<file path="config.mk">
export PLATFORM = sky130hd
export DESIGN_NAME = averaged_sample_logger_unit
export DESIGN_NICKNAME = d
export VERILOG_FILES = /design/src/asl_pkg.sv /design/src/asl_div.sv /design/src/asl_log.sv /design/src/averaged_sample_logger_unit.sv
export SDC_FILE = /design/constraint.sdc
export NUM_CORES = 2
export LEC_CHECK = 0
export BUFFER_PORTS_ARGS = -buffer_cell sky130_fd_sc_hd__buf_2
export CORE_UTILIZATION = 60
export CTS_BUF_LIST = sky130_fd_sc_hd__clkbuf_8
export CTS_CLUSTER_DIAMETER = 60
export DETAILED_ROUTE_END_ITERATION = 8
export PLACE_DENSITY = 0.76
export SETUP_SLACK_MARGIN = 0.05
export SYNTH_ARGS = -nofsm -noshare
export SYNTH_HDL_FRONTEND = slang
export SYNTH_SLANG_ARGS = --single-unit
</file>
<file path="constraint.sdc">
create_clock -name clk -period 18.25 [get_ports clk]
set_input_delay 0.9125 -clock clk [delete_from_list [all_inputs] [get_ports clk]]
set_output_delay 0.9125 -clock clk [all_outputs]
set_load 0.05 [all_outputs]
</file>
<file path="src/asl_pkg.sv">
// Shared types, codes and helpers for the averaged sample logger.
package asl_pkg;

  typedef logic [2:0] kind_t;
  typedef logic [2:0] log_op_t;
  typedef logic [1:0] cfg_idx_t;

  localparam kind_t KIND_TICK  = 3'd0;
  localparam kind_t KIND_CONV  = 3'd1;
  localparam kind_t KIND_READ  = 3'd2;
  localparam kind_t KIND_DROP  = 3'd3;
  localparam kind_t KIND_CLEAR = 3'd4;

  localparam log_op_t LOG_NOP   = 3'd0;
  localparam log_op_t LOG_READ  = 3'd1;
  localparam log_op_t LOG_DROP  = 3'd2;
  localparam log_op_t LOG_CLEAR = 3'd3;
  localparam log_op_t LOG_PUSH  = 3'd4;

  localparam cfg_idx_t CFG_PERIOD  = 2'd0;
  localparam cfg_idx_t CFG_SPACING = 2'd1;
  localparam cfg_idx_t CFG_SUBS    = 2'd2;
  localparam cfg_idx_t CFG_READS   = 2'd3;

  localparam int CNT_W     = 5;
  localparam int SUM_EXTRA = 4;
  localparam int CFG_DW    = 32;

  localparam logic [CNT_W-1:0] COUNT_MAX = 5'd16;

  function automatic logic [CNT_W-1:0] clamp_count(input logic [CNT_W-1:0] v);
    logic [CNT_W-1:0] r;
    r = v;
    if (v == '0) begin
      r = 5'd1;
    end else if (v > COUNT_MAX) begin
      r = COUNT_MAX;
    end
    return r;
  endfunction

endpackage

</file>
<file path="src/asl_div.sv">
// Shared restoring divider, one quotient bit per cycle, small divisor.
module asl_div import asl_pkg::*; #(
  parameter int SW = 14
) (
  input  logic             clk,
  input  logic             rst_n,
  input  logic             start,
  input  logic [SW-1:0]    dividend,
  input  logic [CNT_W-1:0] divisor,
  output logic             done,
  output logic [SW-1:0]    quotient
);

  localparam int KW = $clog2(SW + 1);

  logic             busy_r, busy_nxt;
  logic [KW-1:0]    cnt_r, cnt_nxt;
  logic [SW-1:0]    dvd_r, dvd_nxt;
  logic [CNT_W-1:0] dsr_r, dsr_nxt;
  logic [CNT_W-2:0] rem_r, rem_nxt;
  logic [CNT_W-1:0] rem_sh;
  logic [CNT_W-1:0] rem_sub;

  assign rem_sh   = {rem_r, dvd_r[SW-1]};
  assign rem_sub  = rem_sh - dsr_r;
  assign done     = busy_r && (cnt_r == '0);
  assign quotient = dvd_r;

  always_comb begin
    busy_nxt = busy_r;
    cnt_nxt  = cnt_r;
    dvd_nxt  = dvd_r;
    dsr_nxt  = dsr_r;
    rem_nxt  = rem_r;
    if (start) begin
      busy_nxt = 1'b1;
      cnt_nxt  = KW'(SW);
      dvd_nxt  = dividend;
      dsr_nxt  = divisor;
      rem_nxt  = '0;
    end else if (busy_r) begin
      if (cnt_r == '0) begin
        busy_nxt = 1'b0;
      end else begin
        cnt_nxt = cnt_r - KW'(1);
        if (rem_sh >= dsr_r) begin
          rem_nxt = rem_sub[CNT_W-2:0];
          dvd_nxt = {dvd_r[SW-2:0], 1'b1};
        end else begin
          rem_nxt = rem_sh[CNT_W-2:0];
          dvd_nxt = {dvd_r[SW-2:0], 1'b0};
        end
      end
    end
  end

  always_ff @(posedge clk) begin
    if (!rst_n) begin
      busy_r <= 1'b0;
      cnt_r  <= '0;
    end else begin
      busy_r <= busy_nxt;
      cnt_r  <= cnt_nxt;
    end
    dvd_r <= dvd_nxt;
    dsr_r <= dsr_nxt;
    rem_r <= rem_nxt;
  end

endmodule

</file>
<file path="src/asl_log.sv">
// Circular log memory with oldest pointer, entry count and registered read.
module asl_log import asl_pkg::*; #(
  parameter int DEPTH = 64,
  parameter int VW    = 10
) (
  input  logic                         clk,
  input  logic                         rst_n,
  input  log_op_t                      op,
  input  logic [$clog2(DEPTH)-1:0]     rd_index,
  input  logic [$clog2(DEPTH+1)-1:0]   drop,
  input  logic [VW-1:0]                push_value,
  input  logic [31:0]                  push_time,
  output logic [$clog2(DEPTH+1)-1:0]   count,
  output logic                         rd_hit,
  output logic [VW-1:0]                rd_value,
  output logic [31:0]                  rd_time
);

  localparam int IW = $clog2(DEPTH);
  localparam int CW = $clog2(DEPTH + 1);
  localparam int MW = VW + 32;
  localparam logic [IW:0] DEPTH_W = (IW + 1)'(DEPTH);

  logic [MW-1:0] mem [DEPTH];

  logic [IW-1:0] oldest_r, oldest_nxt;
  logic [CW-1:0] count_r, count_nxt;
  logic          hit_r;
  logic [MW-1:0] rd_data_r;

  logic          full;
  logic [IW-1:0] oldest_eff;
  logic [IW-1:0] count_eff;
  logic [IW-1:0] wr_slot;
  logic [IW-1:0] rd_slot;
  logic          wr_en;
  logic          rd_en;

  function automatic logic [IW-1:0] wrap_add(input logic [IW-1:0] a, input logic [IW-1:0] b);
    logic [IW:0] s;
    s = {1'b0, a} + {1'b0, b};
    if (s >= DEPTH_W) begin
      s = s - DEPTH_W;
    end
    return s[IW-1:0];
  endfunction

  assign full       = (count_r == CW'(DEPTH));
  assign oldest_eff = full ? wrap_add(oldest_r, IW'(1)) : oldest_r;
  assign count_eff  = full ? IW'(DEPTH - 1) : count_r[IW-1:0];
  assign wr_slot    = wrap_add(oldest_eff, count_eff);
  assign rd_slot    = wrap_add(oldest_r, rd_index);
  assign wr_en      = (op == LOG_PUSH);
  assign rd_en      = (op == LOG_READ);

  always_comb begin
    oldest_nxt = oldest_r;
    count_nxt  = count_r;
    case (op)
      LOG_DROP: begin
        if ((drop == '0) || (drop >= count_r)) begin
          oldest_nxt = '0;
          count_nxt  = '0;
        end else begin
          oldest_nxt = wrap_add(oldest_r, drop[IW-1:0]);
          count_nxt  = count_r - drop;
        end
      end
      LOG_CLEAR: begin
        oldest_nxt = '0;
        count_nxt  = '0;
      end
      LOG_PUSH: begin
        oldest_nxt = oldest_eff;
        count_nxt  = CW'(count_eff) + CW'(1);
      end
      default: begin
      end
    endcase
  end

  always_ff @(posedge clk) begin
    if (!rst_n) begin
      oldest_r <= '0;
      count_r  <= '0;
      hit_r    <= 1'b0;
    end else begin
      oldest_r <= oldest_nxt;
      count_r  <= count_nxt;
      if (rd_en) begin
        hit_r <= (CW'(rd_index) < count_r);
      end
    end
  end

  always_ff @(posedge clk) begin
    if (wr_en) begin
      mem[wr_slot] <= {push_time, push_value};
    end
    if (rd_en) begin
      rd_data_r <= mem[rd_slot];
    end
  end

  assign count    = count_r;
  assign rd_hit   = hit_r;
  assign rd_value = rd_data_r[VW-1:0];
  assign rd_time  = rd_data_r[MW-1:VW];

endmodule

</file>
<file path="src/averaged_sample_logger_unit.sv">
// Averaged sample logger: tick timing, burst averaging and timestamped log.
//
// Input channel (in_valid/in_stall) carries one command per transfer: tick,
// ADC conversion, log read, drop oldest or clear. Every accepted item yields
// exactly one result transfer on the output channel (out_valid/out_stall).
// The configuration port writes one register per cycle; the user writes it only
// while idle, which the block itself does not enforce.
// Tick, read, drop, clear and non-final conversions go from transfer through
// the finish state to the result register. The conversion that closes a burst
// runs the shared divider, one quotient bit per cycle over ADC_BITS+4 bits,
// plus a second pass when it also closes a measurement. One item is handled
// at a time.
//
// Reset (synchronous, rst_n low) empties the log, zeroes the counters, idles
// the measurement and loads the register defaults. Log memory is not cleared.
// A result held by out_stall stays on the output; the next item is taken in
// the cycle the result register frees.
module averaged_sample_logger_unit import asl_pkg::*; #(
  parameter int LOG_DEPTH = 64,
  parameter int ADC_BITS  = 10
) (
  input  logic                             clk,
  input  logic                             rst_n,
  input  logic                             cfg_wr_en,
  input  cfg_idx_t                         cfg_index,
  input  logic [CFG_DW-1:0]                cfg_wdata,
  input  logic                             in_valid,
  output logic                             in_stall,
  input  kind_t                            in_kind,
  input  logic [ADC_BITS-1:0]              in_adc_value,
  input  logic [31:0]                      in_time_stamp,
  input  logic [$clog2(LOG_DEPTH)-1:0]     in_entry_index,
  input  logic [$clog2(LOG_DEPTH+1)-1:0]   in_drop_count,
  output logic                             out_valid,
  input  logic                             out_stall,
  output logic                             out_sample_request,
  output logic                             out_measure_ready,
  output logic [ADC_BITS-1:0]              out_measure_value,
  output logic [31:0]                      out_entry_time,
  output logic [ADC_BITS-1:0]              out_entry_value,
  output logic [$clog2(LOG_DEPTH+1)-1:0]   out_stored_count
);

  localparam int CW = $clog2(LOG_DEPTH + 1);
  localparam int AW = ADC_BITS;
  localparam int SW = ADC_BITS + SUM_EXTRA;

  localparam logic [1:0] ST_IDLE = 2'd0;
  localparam logic [1:0] ST_DIVB = 2'd1;
  localparam logic [1:0] ST_DIVM = 2'd2;
  localparam logic [1:0] ST_FIN  = 2'd3;

  logic [1:0]       state_r, state_nxt;
  logic [31:0]      period_r, spacing_r;
  logic [CNT_W-1:0] subs_cfg_r, reads_cfg_r;
  logic [31:0]      pe_r, pe_nxt;
  logic [31:0]      se_r, se_nxt;
  logic [CNT_W-1:0] sub_r, sub_nxt;
  logic [CNT_W-1:0] left_r, left_nxt;
  logic [SW-1:0]    bsum_r, bsum_nxt;
  logic [SW-1:0]    msum_r, msum_nxt;
  logic [31:0]      ltime_r, ltime_nxt;
  logic             req_r, req_nxt;
  logic             ready_r, ready_nxt;
  logic [AW-1:0]    mval_r, mval_nxt;
  logic             isrd_r, isrd_nxt;

  logic             ov_r;
  logic             o_req_r, o_ready_r;
  logic [AW-1:0]    o_mval_r, o_eval_r;
  logic [31:0]      o_etime_r;
  logic [CW-1:0]    o_cnt_r;

  logic             in_xfer;
  logic             load_out;

  logic             div_start;
  logic [SW-1:0]    div_dividend;
  logic [CNT_W-1:0] div_divisor;
  logic             div_done;
  logic [SW-1:0]    div_quot;

  log_op_t          log_op;
  logic [CW-1:0]    log_count;
  logic             log_hit;
  logic [AW-1:0]    log_value;
  logic [31:0]      log_time;

  logic [31:0]      pe_inc, se_inc;
  logic [SW-1:0]    bs, ms;
  logic [CNT_W-1:0] sub_n;
  logic             req_v;

  assign in_stall = (state_r != ST_IDLE) || (ov_r && out_stall);
  assign in_xfer  = in_valid && !in_stall;
  assign load_out = (state_r == ST_FIN);

  assign pe_inc = (pe_r == '1) ? pe_r : pe_r + 32'd1;
  assign se_inc = (se_r == '1) ? se_r : se_r + 32'd1;
  assign bs     = bsum_r + SW'(in_adc_value);
  assign ms     = msum_r + div_quot;
  assign sub_n  = sub_r + CNT_W'(1);

  always_comb begin
    state_nxt    = state_r;
    pe_nxt       = pe_r;
    se_nxt       = se_r;
    sub_nxt      = sub_r;
    left_nxt     = left_r;
    bsum_nxt     = bsum_r;
    msum_nxt     = msum_r;
    ltime_nxt    = ltime_r;
    req_nxt      = req_r;
    ready_nxt    = ready_r;
    mval_nxt     = mval_r;
    isrd_nxt     = isrd_r;
    div_start    = 1'b0;
    div_dividend = '0;
    div_divisor  = clamp_count(reads_cfg_r);
    log_op       = LOG_NOP;
    req_v        = 1'b0;
    case (state_r)
      ST_IDLE: begin
        if (in_xfer) begin
          state_nxt = ST_FIN;
          req_nxt   = 1'b0;
          ready_nxt = 1'b0;
          mval_nxt  = '0;
          isrd_nxt  = (in_kind == KIND_READ);
          case (in_kind)
            KIND_TICK: begin
              pe_nxt = pe_inc;
              se_nxt = se_inc;
              if (pe_inc > period_r) begin
                pe_nxt = '0;
                if (sub_r == '0) begin
                  sub_nxt  = CNT_W'(1);
                  msum_nxt = '0;
                  req_v    = 1'b1;
                end
              end
              if (!req_v && (sub_r != '0) && (left_r == '0) && (se_inc > spacing_r)) begin
                req_v = 1'b1;
              end
              if (req_v) begin
                left_nxt  = clamp_count(reads_cfg_r);
                bsum_nxt  = '0;
                se_nxt    = '0;
                ltime_nxt = in_time_stamp;
                req_nxt   = 1'b1;
              end
            end
            KIND_CONV: begin
              if ((sub_r != '0) && (left_r != '0)) begin
                bsum_nxt = bs;
                left_nxt = left_r - CNT_W'(1);
                if (left_r == CNT_W'(1)) begin
                  div_start    = 1'b1;
                  div_dividend = bs;
                  state_nxt    = ST_DIVB;
                end
              end
            end
            KIND_READ:  log_op = LOG_READ;
            KIND_DROP:  log_op = LOG_DROP;
            KIND_CLEAR: log_op = LOG_CLEAR;
            default: begin
            end
          endcase
        end
      end
      ST_DIVB: begin
        if (div_done) begin
          bsum_nxt  = '0;
          msum_nxt  = ms;
          sub_nxt   = sub_n;
          state_nxt = ST_FIN;
          if (sub_n > clamp_count(subs_cfg_r)) begin
            div_start    = 1'b1;
            div_dividend = ms;
            div_divisor  = clamp_count(subs_cfg_r);
            state_nxt    = ST_DIVM;
          end
        end
      end
      ST_DIVM: begin
        if (div_done) begin
          mval_nxt  = div_quot[AW-1:0];
          log_op    = LOG_PUSH;
          ready_nxt = 1'b1;
          sub_nxt   = '0;
          msum_nxt  = '0;
          state_nxt = ST_FIN;
        end
      end
      ST_FIN: begin
        state_nxt = ST_IDLE;
      end
      default: begin
        state_nxt = ST_IDLE;
      end
    endcase
  end

  always_ff @(posedge clk) begin
    if (!rst_n) begin
      state_r     <= ST_IDLE;
      period_r    <= 32'd60000;
      spacing_r   <= 32'd1000;
      subs_cfg_r  <= 5'd5;
      reads_cfg_r <= 5'd10;
      pe_r        <= '0;
      se_r        <= '0;
      sub_r       <= '0;
      left_r      <= '0;
      bsum_r      <= '0;
      msum_r      <= '0;
      ltime_r     <= '0;
      req_r       <= 1'b0;
      ready_r     <= 1'b0;
      mval_r      <= '0;
      isrd_r      <= 1'b0;
      ov_r        <= 1'b0;
    end else begin
      state_r <= state_nxt;
      pe_r    <= pe_nxt;
      se_r    <= se_nxt;
      sub_r   <= sub_nxt;
      left_r  <= left_nxt;
      bsum_r  <= bsum_nxt;
      msum_r  <= msum_nxt;
      ltime_r <= ltime_nxt;
      req_r   <= req_nxt;
      ready_r <= ready_nxt;
      mval_r  <= mval_nxt;
      isrd_r  <= isrd_nxt;
      if (cfg_wr_en) begin
        case (cfg_index)
          CFG_PERIOD:  period_r    <= cfg_wdata;
          CFG_SPACING: spacing_r   <= cfg_wdata;
          CFG_SUBS:    subs_cfg_r  <= cfg_wdata[CNT_W-1:0];
          CFG_READS:   reads_cfg_r <= cfg_wdata[CNT_W-1:0];
          default: begin
          end
        endcase
      end
      if (load_out) begin
        ov_r <= 1'b1;
      end else if (ov_r && !out_stall) begin
        ov_r <= 1'b0;
      end
    end
  end

  always_ff @(posedge clk) begin
    if (load_out) begin
      o_req_r   <= req_r;
      o_ready_r <= ready_r;
      o_mval_r  <= mval_r;
      o_etime_r <= (isrd_r && log_hit) ? log_time : '0;
      o_eval_r  <= (isrd_r && log_hit) ? log_value : '0;
      o_cnt_r   <= log_count;
    end
  end

  asl_div #(
    .SW(SW)
  ) u_div (
    .clk      (clk),
    .rst_n    (rst_n),
    .start    (div_start),
    .dividend (div_dividend),
    .divisor  (div_divisor),
    .done     (div_done),
    .quotient (div_quot)
  );

  asl_log #(
    .DEPTH(LOG_DEPTH),
    .VW   (AW)
  ) u_log (
    .clk        (clk),
    .rst_n      (rst_n),
    .op         (log_op),
    .rd_index   (in_entry_index),
    .drop       (in_drop_count),
    .push_value (div_quot[AW-1:0]),
    .push_time  (ltime_r),
    .count      (log_count),
    .rd_hit     (log_hit),
    .rd_value   (log_value),
    .rd_time    (log_time)
  );

  assign out_valid          = ov_r;
  assign out_sample_request = o_req_r;
  assign out_measure_ready  = o_ready_r;
  assign out_measure_value  = o_mval_r;
  assign out_entry_time     = o_etime_r;
  assign out_entry_value    = o_eval_r;
  assign out_stored_count   = o_cnt_r;

endmodule

</file>
==> summary.md <==
| Metric | Value |
|---|---|
| Rel. slew slack | `under 10%` |
| Initial Util | `approximately three fifths` |
| Synth Area in XOR/XNOR | `less than 1%` |
| Run status | `complete, but fails checks` |
| Drt first pass iters | `8` |
| Clock latency on the worst-skew pair | `1140 ps` |
| Clock sinks | `approximately 3100` |
| Core area | `roughly 200000 um^2` |
| Mapped Cells | `just over 6000` |
| Clock transition at path regs | `60 ps` |
| Hold Vio Cnt, Final | `0` |
| CTS Buffer Depth | `4` |
| Adder-cell area share of the yosys netlist | `1.54%` |
| Cell area after layout | `135000 um^2` |
| Syn_nets | `about 6400` |
| Final-report setup violation count | `0` |
| First-pass GRT wire length | `432000 um` |
| Layout Nets | `~6900` |
| TNS Setup | `0 ps` |
| Simple-gate portion of the synthesized area | `~3.5%` |
| Crit share post-route | `around two fifths` |
| Die width | `around 450 um` |
| TritonCTS Buffers | `470` |
| CP Class | `reg -> reg` |
| Post-synth ARST share | `0%` |
| Post-synth EDFFs | `2810` |
| Seq cells post-synth | `between 3000 and 4000` |
| Core Util, Final | `about two thirds` |
| H-tree lvl count | `5` |
| Largest family of logic cells by synthesized area | `multiplexers` |
| CTS tree | `built` |
| Post-CTS setup buffers | `0` |
| RD Place Congestion | `roughly 0.84` |
| Setup Slack @ Placement | `roughly 10000 ps` |
| I/O Buffers | `159` |
| Mapped Area | `122000 um^2` |
| Drt via density | `6.71` |
| Most used DFF post-synth | `edfxtp_1` |
| DR WL/cell | `around 31 um` |
| Post-synthesis sequential area ratio | `between 70% and 80%` |
| Failing checks | `design-rule violations` |
| Max VDD drop | `slightly below 90 uV` |
| RSZ-0062 raised after global routing | `false` |
| PostCTS Resize Cnt | `0` |
| Vias in the first global route | `64300` |
| Die ar. | `just over 200000 um^2` |
| Hold-fix buffers at CTS | `19` |
| Synthesized area per cell | `19.7 um^2` |
| Startpoint Class | `register` |
| Antenna violations before repair | `19` |
| Post-synthesis mux area share | `between 15 and 20%` |
| Largest net degree at the start of global routing | `between 100 and 150` |
| Final antenna-violating net count | `0` |
| Share of cells above drive strength 1 | `between 20% and 30%` |
| Drc violations | `2` |
| Clk_skew | `just over 80 ps` |
| Final worst slack | `between 10000 and 15000 ps` |
| Via count | `between 60000 and 70000` |
| Critical Path RT | `19070 ps` |
| Crit-path max FO | `a little over 70` |
| Drt total wl | `roughly 300000 um` |
| Row count | `164` |
| Synth cell types | `80` |
| Dpl hpwl | `160000 um` |
| Maximum capacitance violations | `0` |
| Max Slew Vio Count | `0` |
| Arrival time at the worst endpoint | `around 8000 ps` |
| Yosys synthesis warning count | `0` |
| Final Hold Slack | `~93 ps` |
| Placed Area | `between 100000 and 150000 um^2` |
| Synth-to-Final Area Change | `11.0%` |
| Highest Clock Rate | `around 140 MHz` |
| Post-route minimum period | `around 7400 ps` |
| CP endpoint kind | `register` |
| PD cells | `about 100 nW/um^2` |
| Grt total ovfl | `0` |
| Leakage Power | `between 40 and 50 nW` |
| Starting DRT DRC Count | `roughly 9000` |
| Die span in y | `452 um` |
| Slew @ Worst Pin | `between 1000 and 1500 ps` |
| Clk root buf | `clkbuf_8` |
| Compound-Gate Fraction of Synth Area | `under 10%` |
| Min-Delay Path Class | `in -> reg` |
| GR Util All Layers | `between 20 and 30%` |
| I/O pin cnt | `160` |
==> final timing paths <==
path / from / end / slack, ps / depth (start not counted)
max: u_log.oldest_r[0]$_SDFFE_PN0P_ / u_log.rd_data_r[24]$_DFFE_PN_ / 10860 / 10
min: cfg_wdata[13] / spacing_r[13]$_SDFFE_PN0P_ / 90 / 3
max reg2reg: u_log.oldest_r[0]$_SDFFE_PN0P_ / u_log.rd_data_r[24]$_DFFE_PN_ / 10860 / 10
min reg2reg: mval_r[0]$_SDFFE_PN0P_ / out_measure_value[0]$_DFFE_PP_ / 440 / 0
==> area by class of cell <==
class	count	area, um^2
fillers	12400	65700
clock inverters	334	1690
well taps	2656	3320
inverters	114	433
flip-flops and latches	3057	89400
multi-input cells	2693	31100
repair buffers	323	2120
clock buffers	490	6740
diodes	13	32.5
==> metrics by stage <==
stage / std cells / power [mW]
CTS: 9667 / 13.5
floorplan: 6181 / 8.17
finish: 9680 / 13.4
global placement: 8824 / 8.36
global route: 9674 / 13.8
detailed placement: 8824 / 8.37
==> critical path: stages (launching register included) <==
cell and delay (ps):
dfxtp_1 410, ha_4 210, fa_4 1310, buf_4 890
buf_4 890, buf_4 890, buf_4 920, mux4_2 430
mux4_2 480, mux2i_1 210, a21oi_1 110
==> cells by family (layout without fill, tap and decap cells) <==
logic type	after synthesis	in the layout
mux	916	916
simple gates	923	923
xor+xnor	113	113
buf+inv	431	1261
other cells	0	13
fa+ha+maj	145	145
flops	3057	3057
compound gates	596	596
==> layout by cell type, fill, tap and decap left out, types with 10 or more instances in the layout <==
cell,Yosys,routed
clkinv_2,0,47
nor2_1,169,105
dfxtp_1,247,213
a21o_1,27,27
a211oi_1,55,55
nor4_1,14,13
diode_2,0,13
o211ai_1,18,18
inv_1,114,252
bufinv_16,0,13
nand4_1,35,35
buf_2,12,159
a21boi_0,10,10
nand2_1,374,373
nand3_1,118,118
dlygate4sd3_1,0,19
nand2b_1,17,17
mux4_2,840,840
a221o_1,10,10
nor3_1,28,28
clkbuf_8,0,490
mux2i_1,75,75
ha_1,138,136
dfxtp_2,0,34
and3_1,66,66
a21oi_1,272,271
or3_1,10,10
buf_4,0,141
xor2_1,34,34
nor2_4,0,64
clkinv_1,0,127
o21ai_0,82,82
a31oi_1,28,28
xnor2_1,79,75
o21a_1,14,14
nor2b_1,49,49
edfxtp_1,2810,2810
==> where the power goes <==
group	switching, mW	total (mW)	internal, mW
registers	0.0351	7.61	7.57
logic	0.405	0.616	0.211
clock network	2.54	5.19	2.65
total	2.98	13.4	10.4
==> Yosys cell counts, types with 35 or more instances <==
cell type	number	area [um^2]
edfxtp_1	2810	84400
mux4_2	840	18900
nand2_1	374	1400
a21oi_1	272	1360
dfxtp_1	247	4940
clkbuf_1	221	830
nor2_1	169	634
ha_1	138	1730
nand3_1	118	591
inv_1	114	428
o21ai_0	82	410
buf_1	81	304
xnor2_1	79	692
mux2i_1	75	751
and3_1	66	413
a211oi_1	55	413
nor2b_1	49	307
nand4_1	35	219
==> state kept, by name, summed over array words and instances (netlist names), 6 cells and up <==
name	flops
period_r	32
msum_r	14
u_div.quotient	14
bsum_r	14
u_log.mem	2688
out_entry_time	32
spacing_r	32
ltime_r	32
mval_r	10
u_log.count	7
pe_r	32
out_stored_count	7
u_log.rd_data_r	42
u_log.oldest_r	6
out_entry_value	10
out_measure_value	10
se_r	32
==> metal layers <==
metal | vias to the layer above | global-route usage (%) | part of all wire (%)
met1 | 33700 | 42.3 | 38
met4 | 6 | 10.6 | 3.4
met2 | 4307 | 46.1 | 48
met3 | 565 | 5.88 | 11
met5 | - | 0 | 0.010
li1 | 26300 | - | -
No activity file was read; power rests on OpenSTA's default activity.
